File: src/hw/rtl/rwla_pkg.sv
package rwla_pkg;

  // Waiter queue geometry
  localparam int QUEUE_DEPTH = 16;
  localparam int PTR_W       = (QUEUE_DEPTH > 1) ? $clog2(QUEUE_DEPTH) : 1;
  localparam int CNT_W       = $clog2(QUEUE_DEPTH + 1);
  localparam int OFF_W       = CNT_W + 1;

  // Field widths
  localparam int AGENT_W  = 4;
  localparam int OP_W     = 3;
  localparam int STATUS_W = 3;
  localparam int SHARED_W = 5;

  // Shared holder count saturates here
  localparam logic [SHARED_W-1:0] SHARED_MAX = {SHARED_W{1'b1}};

  typedef enum logic [OP_W-1:0] {
    OP_ACQ_SH = 3'd0,
    OP_ACQ_EX = 3'd1,
    OP_REL_SH = 3'd2,
    OP_REL_EX = 3'd3,
    OP_CANCEL = 3'd4
  } opcode_t;

  typedef enum logic [STATUS_W-1:0] {
    ST_GRANTED     = 3'd0,
    ST_QUEUED      = 3'd1,
    ST_RELEASED    = 3'd2,
    ST_CANCELLED   = 3'd3,
    ST_CANCEL_MISS = 3'd4,
    ST_QUEUE_FULL  = 3'd5,
    ST_RELEASE_ERR = 3'd6
  } status_t;

  // One waiter: mode flag and agent id
  typedef struct packed {
    logic               excl;
    logic [AGENT_W-1:0] agent;
  } entry_t;

  localparam int ENTRY_W = $bits(entry_t);

endpackage

File: src/hw/rtl/rwla_ram.sv
module rwla_ram #(
  parameter int WIDTH = 8,
  parameter int DEPTH = 16,
  localparam int ADDR_W = (DEPTH > 1) ? $clog2(DEPTH) : 1
) (
  input  logic              clk,
  input  logic              wr_en,
  input  logic [ADDR_W-1:0] wr_addr,
  input  logic [WIDTH-1:0]  wr_data,
  input  logic [ADDR_W-1:0] rd_addr,
  output logic [WIDTH-1:0]  rd_data
);

  logic [WIDTH-1:0] mem [DEPTH];

  // One write port, one registered read port
  always_ff @(posedge clk) begin
    if (wr_en) begin
      mem[wr_addr] <= wr_data;
    end
    rd_data <= mem[rd_addr];
  end

endmodule

File: src/hw/rtl/reader_writer_lock_arbiter_unit.sv
// Channel  | Ports                                       | Direction
// ---------+---------------------------------------------+----------
// in       | in_valid, in_ready, in_opcode, in_requester | request in
// out      | out_valid, out_ready, out_status,           | result out
//          | out_agent, out_last                         |
//
// One item at a time: in_ready is high only while the sequencer is idle.
// Acquires and releases that leave the lock held pass through execute and
// flush; a release that frees the lock also runs a wake pass that grants waiters.
// A cancel scans and shifts the queue one entry per cycle through the RAM
// port; a hit then re-reads the head and runs the wake pass, a miss flushes.
// Each result waits for a free output register, so out_ready stalls hold
// the sequencer. Synchronous active-low reset empties the lock and the queue.
module reader_writer_lock_arbiter_unit
  import rwla_pkg::*;
(
  input  logic                clk,
  input  logic                rst_n,
  input  logic                in_valid,
  output logic                in_ready,
  input  logic [OP_W-1:0]     in_opcode,
  input  logic [AGENT_W-1:0]  in_requester,
  output logic                out_valid,
  input  logic                out_ready,
  output logic [STATUS_W-1:0] out_status,
  output logic [AGENT_W-1:0]  out_agent,
  output logic                out_last
);

  typedef enum logic [2:0] {
    S_IDLE, S_EXEC, S_SRD, S_SCMP, S_SHIFT, S_PRE, S_WAKE, S_FLUSH
  } state_t;

  localparam logic [OFF_W:0] SUM_DEPTH = (OFF_W + 1)'(QUEUE_DEPTH);
  localparam logic [CNT_W-1:0] CNT_FULL = CNT_W'(QUEUE_DEPTH);

  // Queue offset from head to RAM address, with one wrap correction
  function automatic logic [PTR_W-1:0] phys(input logic [PTR_W-1:0] head,
                                            input logic [OFF_W-1:0] off);
    logic [OFF_W:0] sum;
    sum = (OFF_W + 1)'(head) + {1'b0, off};
    if (sum >= SUM_DEPTH) begin
      sum = sum - SUM_DEPTH;
    end
    return sum[PTR_W-1:0];
  endfunction

  state_t                state_r, state_nxt;
  logic [OP_W-1:0]       op_r, op_nxt;
  logic [AGENT_W-1:0]    agent_r, agent_nxt;
  logic                  excl_r, excl_nxt;
  logic [SHARED_W-1:0]   shared_r, shared_nxt;
  logic [CNT_W-1:0]      wwait_r, wwait_nxt;
  logic [CNT_W-1:0]      count_r, count_nxt;
  logic [PTR_W-1:0]      head_r, head_nxt;
  logic [CNT_W-1:0]      idx_r, idx_nxt;
  status_t               pend_status_r, pend_status_nxt;
  logic [AGENT_W-1:0]    pend_agent_r, pend_agent_nxt;
  logic                  out_valid_r, out_valid_nxt;
  logic [STATUS_W-1:0]   out_status_r, out_status_nxt;
  logic [AGENT_W-1:0]    out_agent_r, out_agent_nxt;
  logic                  out_last_r, out_last_nxt;

  logic                  wr_en;
  logic [PTR_W-1:0]      wr_addr;
  logic [ENTRY_W-1:0]    wr_data;
  logic [PTR_W-1:0]      rd_addr;
  logic [ENTRY_W-1:0]    rd_data;
  entry_t                rd_entry;
  logic                  slot_free;
  logic [OFF_W-1:0]      idx_ext, idx_p1, idx_p2, cnt_ext;

  rwla_ram #(
    .WIDTH (ENTRY_W),
    .DEPTH (QUEUE_DEPTH)
  ) u_queue (
    .clk     (clk),
    .wr_en   (wr_en),
    .wr_addr (wr_addr),
    .wr_data (wr_data),
    .rd_addr (rd_addr),
    .rd_data (rd_data)
  );

  assign rd_entry  = entry_t'(rd_data);
  assign slot_free = !out_valid_r || out_ready;
  assign idx_ext   = {1'b0, idx_r};
  assign idx_p1    = idx_ext + OFF_W'(1);
  assign idx_p2    = idx_ext + OFF_W'(2);
  assign cnt_ext   = {1'b0, count_r};

  assign in_ready   = (state_r == S_IDLE);
  assign out_valid  = out_valid_r;
  assign out_status = out_status_r;
  assign out_agent  = out_agent_r;
  assign out_last   = out_last_r;

  // Sequencer
  always_comb begin
    state_nxt       = state_r;
    op_nxt          = op_r;
    agent_nxt       = agent_r;
    excl_nxt        = excl_r;
    shared_nxt      = shared_r;
    wwait_nxt       = wwait_r;
    count_nxt       = count_r;
    head_nxt        = head_r;
    idx_nxt         = idx_r;
    pend_status_nxt = pend_status_r;
    pend_agent_nxt  = pend_agent_r;
    out_valid_nxt   = out_valid_r && !out_ready;
    out_status_nxt  = out_status_r;
    out_agent_nxt   = out_agent_r;
    out_last_nxt    = out_last_r;
    wr_en           = 1'b0;
    wr_addr         = phys(head_r, cnt_ext);
    wr_data         = {1'b0, agent_r};
    rd_addr         = head_r;

    unique case (state_r)
      S_IDLE: begin
        if (in_valid) begin
          op_nxt    = in_opcode;
          agent_nxt = in_requester;
          if (in_opcode <= OP_CANCEL) begin
            state_nxt = S_EXEC;
          end
        end
      end

      S_EXEC: begin
        pend_agent_nxt = agent_r;
        state_nxt      = S_FLUSH;
        case (op_r)
          OP_ACQ_SH: begin
            if (!excl_r && wwait_r == '0 && shared_r != SHARED_MAX) begin
              shared_nxt      = shared_r + 1'b1;
              pend_status_nxt = ST_GRANTED;
            end else if (count_r != CNT_FULL) begin
              wr_en           = 1'b1;
              wr_data         = {1'b0, agent_r};
              count_nxt       = count_r + 1'b1;
              pend_status_nxt = ST_QUEUED;
            end else begin
              pend_status_nxt = ST_QUEUE_FULL;
            end
          end
          OP_ACQ_EX: begin
            if (!excl_r && shared_r == '0) begin
              excl_nxt        = 1'b1;
              pend_status_nxt = ST_GRANTED;
            end else if (count_r != CNT_FULL) begin
              wr_en           = 1'b1;
              wr_data         = {1'b1, agent_r};
              count_nxt       = count_r + 1'b1;
              wwait_nxt       = wwait_r + 1'b1;
              pend_status_nxt = ST_QUEUED;
            end else begin
              pend_status_nxt = ST_QUEUE_FULL;
            end
          end
          OP_REL_SH: begin
            if (shared_r == '0) begin
              pend_status_nxt = ST_RELEASE_ERR;
            end else begin
              shared_nxt      = shared_r - 1'b1;
              pend_status_nxt = ST_RELEASED;
              if (shared_r == SHARED_W'(1) && !excl_r) begin
                state_nxt = S_WAKE;
              end
            end
          end
          OP_REL_EX: begin
            if (!excl_r) begin
              pend_status_nxt = ST_RELEASE_ERR;
            end else begin
              excl_nxt        = 1'b0;
              pend_status_nxt = ST_RELEASED;
              state_nxt       = S_WAKE;
            end
          end
          OP_CANCEL: begin
            idx_nxt = '0;
            if (count_r == '0) begin
              pend_status_nxt = ST_CANCEL_MISS;
            end else begin
              state_nxt = S_SRD;
            end
          end
          default: begin
            state_nxt = S_IDLE;
          end
        endcase
      end

      // Prime the search with the head entry
      S_SRD: begin
        rd_addr   = phys(head_r, idx_ext);
        state_nxt = S_SCMP;
      end

      // Compare one entry per cycle, next read already in flight
      S_SCMP: begin
        rd_addr = phys(head_r, idx_p1);
        if (rd_entry.agent == agent_r) begin
          if (rd_entry.excl && wwait_r != '0) begin
            wwait_nxt = wwait_r - 1'b1;
          end
          pend_status_nxt = ST_CANCELLED;
          state_nxt       = S_SHIFT;
        end else if (idx_p1 >= cnt_ext) begin
          pend_status_nxt = ST_CANCEL_MISS;
          state_nxt       = S_FLUSH;
        end else begin
          idx_nxt = idx_r + 1'b1;
        end
      end

      // Close the gap: entry j+1 moves to j
      S_SHIFT: begin
        rd_addr = phys(head_r, idx_p2);
        if (idx_p1 < cnt_ext) begin
          wr_en   = 1'b1;
          wr_addr = phys(head_r, idx_ext);
          wr_data = rd_data;
          idx_nxt = idx_r + 1'b1;
        end else begin
          count_nxt = count_r - 1'b1;
          state_nxt = S_PRE;
        end
      end

      // Re-read the head after the shift
      S_PRE: begin
        state_nxt = S_WAKE;
      end

      // Wake pass: one grant per cycle from the head while the output register is free
      S_WAKE: begin
        if (count_r == '0 || excl_r) begin
          state_nxt = S_FLUSH;
        end else if (rd_entry.excl) begin
          if (shared_r != '0) begin
            state_nxt = S_FLUSH;
          end else if (slot_free) begin
            head_nxt        = phys(head_r, OFF_W'(1));
            count_nxt       = count_r - 1'b1;
            excl_nxt        = 1'b1;
            if (wwait_r != '0) begin
              wwait_nxt = wwait_r - 1'b1;
            end
            out_valid_nxt   = 1'b1;
            out_status_nxt  = pend_status_r;
            out_agent_nxt   = pend_agent_r;
            out_last_nxt    = 1'b0;
            pend_status_nxt = ST_GRANTED;
            pend_agent_nxt  = rd_entry.agent;
            state_nxt       = S_FLUSH;
          end
        end else if (shared_r != SHARED_MAX) begin
          if (slot_free) begin
            head_nxt        = phys(head_r, OFF_W'(1));
            count_nxt       = count_r - 1'b1;
            shared_nxt      = shared_r + 1'b1;
            out_valid_nxt   = 1'b1;
            out_status_nxt  = pend_status_r;
            out_agent_nxt   = pend_agent_r;
            out_last_nxt    = 1'b0;
            pend_status_nxt = ST_GRANTED;
            pend_agent_nxt  = rd_entry.agent;
          end
        end else begin
          state_nxt = S_FLUSH;
        end
      end

      // Final result of the item
      S_FLUSH: begin
        if (slot_free) begin
          out_valid_nxt  = 1'b1;
          out_status_nxt = pend_status_r;
          out_agent_nxt  = pend_agent_r;
          out_last_nxt   = 1'b1;
          state_nxt      = S_IDLE;
        end
      end

      default: begin
        state_nxt = S_IDLE;
      end
    endcase

    // Outside the queue walk the read port follows the head
    if (state_r != S_SRD && state_r != S_SCMP && state_r != S_SHIFT) begin
      rd_addr = head_nxt;
    end
  end

  // State and registered outputs
  always_ff @(posedge clk) begin
    if (!rst_n) begin
      state_r     <= S_IDLE;
      excl_r      <= 1'b0;
      shared_r    <= '0;
      wwait_r     <= '0;
      count_r     <= '0;
      head_r      <= '0;
      out_valid_r <= 1'b0;
    end else begin
      state_r     <= state_nxt;
      excl_r      <= excl_nxt;
      shared_r    <= shared_nxt;
      wwait_r     <= wwait_nxt;
      count_r     <= count_nxt;
      head_r      <= head_nxt;
      out_valid_r <= out_valid_nxt;
    end
    op_r          <= op_nxt;
    agent_r       <= agent_nxt;
    idx_r         <= idx_nxt;
    pend_status_r <= pend_status_nxt;
    pend_agent_r  <= pend_agent_nxt;
    out_status_r  <= out_status_nxt;
    out_agent_r   <= out_agent_nxt;
    out_last_r    <= out_last_nxt;
  end

endmodule

File: config.mk
export PLATFORM = sky130hd
export DESIGN_NAME = reader_writer_lock_arbiter_unit
export DESIGN_NICKNAME = d
export VERILOG_FILES = /design/src/hw/rtl/rwla_pkg.sv /design/src/hw/rtl/rwla_ram.sv /design/src/hw/rtl/reader_writer_lock_arbiter_unit.sv
export SDC_FILE = /design/constraint.sdc
export NUM_CORES = 1
export LEC_CHECK = 0
export BUFFER_PORTS_ARGS = -buffer_cell sky130_fd_sc_hd__buf_2
export CORE_MARGIN = 10
export CORE_UTILIZATION = 25
export DETAILED_ROUTE_END_ITERATION = 6
export PLACE_DENSITY = 0.47
export SLEW_MARGIN = 20
export SYNTH_ARGS = -nofsm -noshare
export SYNTH_HDL_FRONTEND = slang
export SYNTH_HIERARCHICAL = 1
export SYNTH_SLANG_ARGS = --single-unit
export TNS_END_PERCENT = 30
File: constraint.sdc
create_clock -name clk -period 8.1 [get_ports clk]
set_input_delay 0.81 -clock clk [delete_from_list [all_inputs] [get_ports clk]]
set_output_delay 0.81 -clock clk [all_outputs]
set_load 0.01 [all_outputs]
==> metrics.yaml, run 1 <==
vias_per_cell: 4.72
worstPathArrival_ns: 4.59
grt_overflow: 0
synth_edf_count: 107
maxCapViolCount: 0
dp.cells: 932
fin_area_mm2: 0.00801
cp_slowest_cell: "dfxtp_1"
fin_util_pct: 29.6
hold_violations: 0
critPathKind: "reg -> reg"
ir_drop_mv: 0.142
grt_setup_unrepaired: "no"
place_congestion: 0.832
worst_path_largest_cell_delay_ns: 0.76
holdBufCountCts: 0
synth.cell_area_mm2: 0.00691
drt_iter0_markers: 280
insertion_delay_ns: 0.42
fillerInstances: 2730
synth_seq_cells: 136
synth_area_leaders: "edfxtp_1 46%, dfxtp_1 8.4%, mux4_2 6.5%"
clk_pin_slew_worst_paths_ns: 0.06
synth_top_cell_by_area: "edfxtp_1"
synth_top_area_share_pct: 46.5
syn_nets: 603
end_kind: "register"
die-area_mm2: 0.0347
die_height_um: 186
yosysMostFrequentCell: "edfxtp_1"
yosysUniqueCellTypes: 68
crit_family: "simple AND/OR/NAND/NOR gates"
report.power.total_mw: 2.58
required_ns: 8.40
synthFlopType: "edfxtp_1"
wl_per_cell_um: 17.0
postPlaceCellArea_mm2: 0.00743
async_flop_share_pct: 0
setup_violations: 0
core_mm2: 0.0271
final_nets: 625
finalCritPeriodShare_pct: 53.0
grt_pass1_vias: 4634
num_io_pins: 21
grt_pass1_wl_mm: 26.1
post-cts-setup-buffers: 0
drive_gt1_share_pct: 16.7
area_growth_pct: 15.9
critPathMaxFanout: 20
yosysWarningCount: 6
status: "finished clean"
final_max_slew_viol_count: 0
min_path_type: "reg -> reg"
synthCells: 557
via_count: 4553
layout_min_cycle_time_ns: 4.30
setup_tns_ns: 0
cts_buffers: 17
io_buffer_count: 20
synthTopCellsByCount: "107 x edfxtp_1, 47 x nor2_1, 40 x nand2_1, 29 x dfxtp_1, 29 x ha_1"
ys_seq_area_share_pct: 54.9
clock_path_buffers: 2
fmax_ghz: 0.233
clkSinkCount: 136
grtUsageTotal_pct: 9.44
antenna_found_initial: 0
slew_headroom_pct: 41.7
grt_max_degree: 21
path_cells: "and3b_1 -> o211ai_1 -> or3_2 -> xnor2_1 -> o21ai_1 -> a221oi_4 -> buf_4 -> mux4_2 -> a22oi_1 -> nand3_1"
skew_ns: 0.0132
hpwl_mm: 12.1
tightestPinTransition_ns: 0.867
cts_tree: "built"
dr.pass1.iters: 5
ant_nets: 0
rows: 60
diodes: 0
synth.avg_cell_area_um2: 12.4
start_util_pct: 25.5
fin_cells: 964
power.leakage_nw: 2.78
cts_resized: 0
p_per_area_mw_per_mm2: 322
start_kind: "register"
cts_max_level: 4
die_w_um: 186
cp_num_buf_inv: 1
routed_wl_mm: 16.4
drc: 0
ctsRootBufferMaster: "clkbuf_16"
per-layer routing:
| layer | GRT usage, % | vias to the layer above | wire, µm |
|---|---|---|---|
| li1 | - | 2147 | - |
| met5 | 0 | - | 0 |
| met3 | 2.48 | 21 | 641 |
| met4 | 3.16 | 0 | 266 |
| met2 | 15.4 | 110 | 7950 |
| met1 | 11.8 | 2275 | 7540 |
power breakdown:
group          leakage (nW)  internal (mW)  switching, mW  total, mW
Sequential             1.20          0.881          0.105      0.986
Clock                 0.279          0.409          0.328      0.737
Combinational          1.29          0.364          0.497      0.861
logic make-up (layout without fill, tap and decap cells):
logic type | count (synthesis) | in the layout | synth area share, %
muxes | 31 | 31 | 8.22
buffers and inverters | 43 | 78 | 2.68
adders and majority gates | 35 | 35 | 6.99
DFF | 136 | 136 | 54.9
and+or+nand+nor | 176 | 176 | 12.8
xor gates and xnor gates | 32 | 32 | 4.05
AOI/OAI and AO/OA | 104 | 104 | 10.4
cells in the final DEF, fill, tap and decap left out, drive strengths merged, types with 24 or more instances in the layout:
cell type,count
nor2,47
xnor2,28
ha,29
inv,30
buf,24
a21oi,24
edfxtp,107
dfxtp,29
nand3,24
nand2,40
through the flow:
| stage | worst slack (ns) | hold slack [ns] |
|---|---|---|
| 4_1_cts | 3.83 | 0.426 |
| 3_5_place_dp | 3.84 | 0.405 |
| 6_report | 3.80 | 0.426 |
| 2_1_floorplan | 4.55 | 0.400 |
| 5_1_grt | 3.48 | 0.451 |
| 3_3_place_gp | 3.93 | 0.407 |
layout make-up:
class,instances,area [µm²],area share (%)
flip-flops and latches,136,3790,47.3
multi-input cells,378,2970,37.0
clock inverters,15,148,1.84
repair buffers,24,130,1.62
well taps,372,465,5.81
inverters,22,82.6,1.03
clock buffers,17,425,5.31
sequential cells by signal, summed over array words and instances (netlist names):
name / count
u_queue/rd_data: 5
count_r: 5
state_r: 3
out_valid: 1
pend_status_r: 3
head_r: 4
out_last: 1
agent_r: 4
excl_r: 1
out_status: 3
wwait_r: 5
u_queue/mem: 80
shared_r: 5
idx_r: 5
out_agent: 4
op_r: 3
pend_agent_r: 4
path summary, 6_finish.rpt:
path | start | endpoint | slack (ns) | cells past startpoint
max | state_r[2] | u_queue/rd_data[0] | 3.80 | 10
min reg2reg | pend_agent_r[2] | out_agent[2] | 0.43 | 0
min | pend_agent_r[2] | out_agent[2] | 0.43 | 0
max reg2reg | state_r[2] | u_queue/rd_data[0] | 3.80 | 10
(Power assumes the default switching activity.)
==> run 2: changes to the inputs <==
clock period = 4.2 ns   (was 8.1 ns; I/O delays follow)
==> run 2 against run 1 <==
Against the previous run: first-iteration DRC count grew 35%; sequential power rose by 89%; non-clock buffer count increased by 20; register-to-register slack worse by 3.5 ns; power grew 94%; clock-buffer cell count stayed put; worst setup slack lost 3.5 ns; largest cell class unchanged; highest routed layer unchanged.
==> metrics.yaml, run 2 (synthesis gave the netlist of run 1 again) <==
whs_ns: 0.181  # -0.245 ns
worstPathArrival_ns: 3.91  # -0.68 ns
end_kind: "register"
core_mm2: 0.0271  # unchanged
area_growth_pct: 17.8
grt_overflow: 0  # unchanged
mostFrequentLayoutCell: "edfxtp_1"
die_height_um: 186  # unchanged
largest_reg_flops: 80  # unchanged
finalCritPeriodShare_pct: 91.7  # +39 points
final_max_slew_viol_count: 0  # unchanged
num_io_pins: 21  # unchanged
cts_max_level: 4  # unchanged
dr.pass1.iters: 6  # +1
via_count: 4686  # +2.9%
post-cts-setup-buffers: 0  # unchanged
cp_slowest_cell: "or3b_2"
ir_drop_mv: 0.268  # +88%
r2r-start: "idx_r[0]"
start_kind: "register"
power.leakage_nw: 2.86  # +3.1%
worst_path_largest_cell_delay_ns: 0.50  # -0.26 ns
fillerInstances: 2725  # -0.18%
ctsRootBufferMaster: "clkbuf_16"
crit_family: "simple AND/OR/NAND/NOR gates"
drive_gt1_share_pct: 19.0  # +2.2 points
final_cell_mix: "107 x edfxtp_1, 47 x nor2_1, 40 x nand2_1"
start_util_pct: 25.5  # unchanged
insertion_delay_ns: 0.42  # about the same
tightestPinTransition_ns: 0.708  # -0.159 ns
holdBufCountCts: 0  # unchanged
clock_path_buffers: 2  # unchanged
rr_worst_depth: 9  # -1
grt_setup_unrepaired: "no"
routed_wl_mm: 16.5  # +0.85%
rows: 60  # unchanged
p_per_area_mw_per_mm2: 615  # +91%
r2r_slack_ns: 0.35  # -3.45 ns
grt_max_degree: 21  # unchanged
dr_wl_met3_um: 735  # +15%
required_ns: 4.26  # -4.14 ns
drt_iter0_markers: 378  # +35%
wl_per_cell_um: 16.8  # -1.2%
layout_min_cycle_time_ns: 3.85  # -0.445 ns
vias_per_cell: 4.76  # +0.83%
fmax_ghz: 0.260  # +12%
setup_tns_ns: 0  # unchanged
hpwl_mm: 12.2  # +0.56%
clk_pin_slew_worst_paths_ns: 0.07  # about the same
critPathMaxFanout: 8  # -60%
hold_violations: 0  # unchanged
wl_met1_mm: 7.66  # +1.7%
final_nets: 645  # +3.2%
grt_pass1_vias: 4822  # +4.1%
cp_num_buf_inv: 0  # -1
cts_resized: 0  # unchanged
die-area_mm2: 0.0347  # unchanged
clkSinkCount: 136  # unchanged
cts_buffers: 17  # unchanged
drc: 0  # unchanged
diodes: 0  # unchanged
regMostFlops: "u_queue/mem"
grt_pass1_wl_mm: 27.2  # +4.2%
min_path_type: "in -> reg"
hold_path_startpoint: "in_requester[3]"
antenna_found_initial: 0  # unchanged
io_buffer_count: 20  # unchanged
place_congestion: 0.855  # +2.8%
die_w_um: 186  # unchanged
skew_ns: 0.0140  # +0.000745 ns
ant_nets: 0  # unchanged
maxCapViolCount: 0  # unchanged
setup_violations: 0  # unchanged
grtUsageTotal_pct: 9.72  # +0.28 points
top_layer_used: "met4"
path_cells: "nand3_1 -> xnor2_1 -> ha_1 -> a21o_1 -> a211oi_1 -> o211a_1 -> mux2_2 -> or3b_2 -> nor2_1"
rr_endpoint: "u_queue/mem[3][4]"
status: "finished clean"
holdPathStages: 1  # +1
critPathKind: "reg -> reg"
cts_tree: "built"
min_to: "agent_r[3]"
wl_met2_mm: 7.90  # -0.55%
slew_headroom_pct: 52.8  # +11 points
run 2: cell types whose count changed in the layout (fill, tap and decap cells not counted), sizes merged:
cell / previous run / this run
clkinv: 5 / 3
buf: 24 / 44
clkinvlp: 2 / 4
run 2: worst max-delay path by stage:
stage / startpoint / to / slack [ns] / cells after the start
floorplan: idx_r[0] / u_queue/mem[0][0] / 0.65 / 11
global placement: idx_r[0] / u_queue/mem[3][0] / 0.44 / 9
detailed placement: idx_r[0] / u_queue/mem[2][0] / 0.36 / 9
CTS: idx_r[0] / u_queue/mem[2][4] / 0.34 / 9
global route: idx_r[0] / u_queue/mem[14][3] / 0.09 / 11
finish: idx_r[0] / u_queue/mem[3][4] / 0.35 / 9
run 2: layout make-up:
| type | instances | area (µm²) | area share, % |
|---|---|---|---|
| clock buffer | 17 | 425 | 5.22 |
| clock inverter | 15 | 129 | 1.58 |
| inverter | 22 | 82.6 | 1.01 |
| multi-input combinational | 378 | 2960 | 36.3 |
| sequential | 136 | 3790 | 46.6 |
| tap | 372 | 465 | 5.71 |
| timing repair buffer | 44 | 293 | 3.59 |
run 2: layer usage:
layer,track usage (%),up-vias
met5,0,-
met3,2.55,18
met2,15.6,126
met1,12.4,2355
li1,-,2187
met4,3.19,0
run 2: metrics by stage:
stage | instance area (µm²) | power [mW] | worst slack [ns] | util [%] | instances
after floorplan | 6910 | 3.12 | 0.654 | - | 557
after global placement | 7590 | 3.61 | 0.436 | 28.0 | 952
after detailed placement | 7590 | 3.64 | 0.362 | 28.0 | 952
after CTS | 8150 | 5.06 | 0.338 | 30.1 | 984
after global routing | 8150 | 5.33 | 0.0922 | 30.1 | 984
final | 8150 | 5.01 | 0.349 | 30.1 | 984
run 2: power by group:
part           total (mW)  internal [mW]  switching, mW
registers            1.86           1.70          0.164
clock network        1.40          0.776          0.628
logic                1.74          0.757          0.986
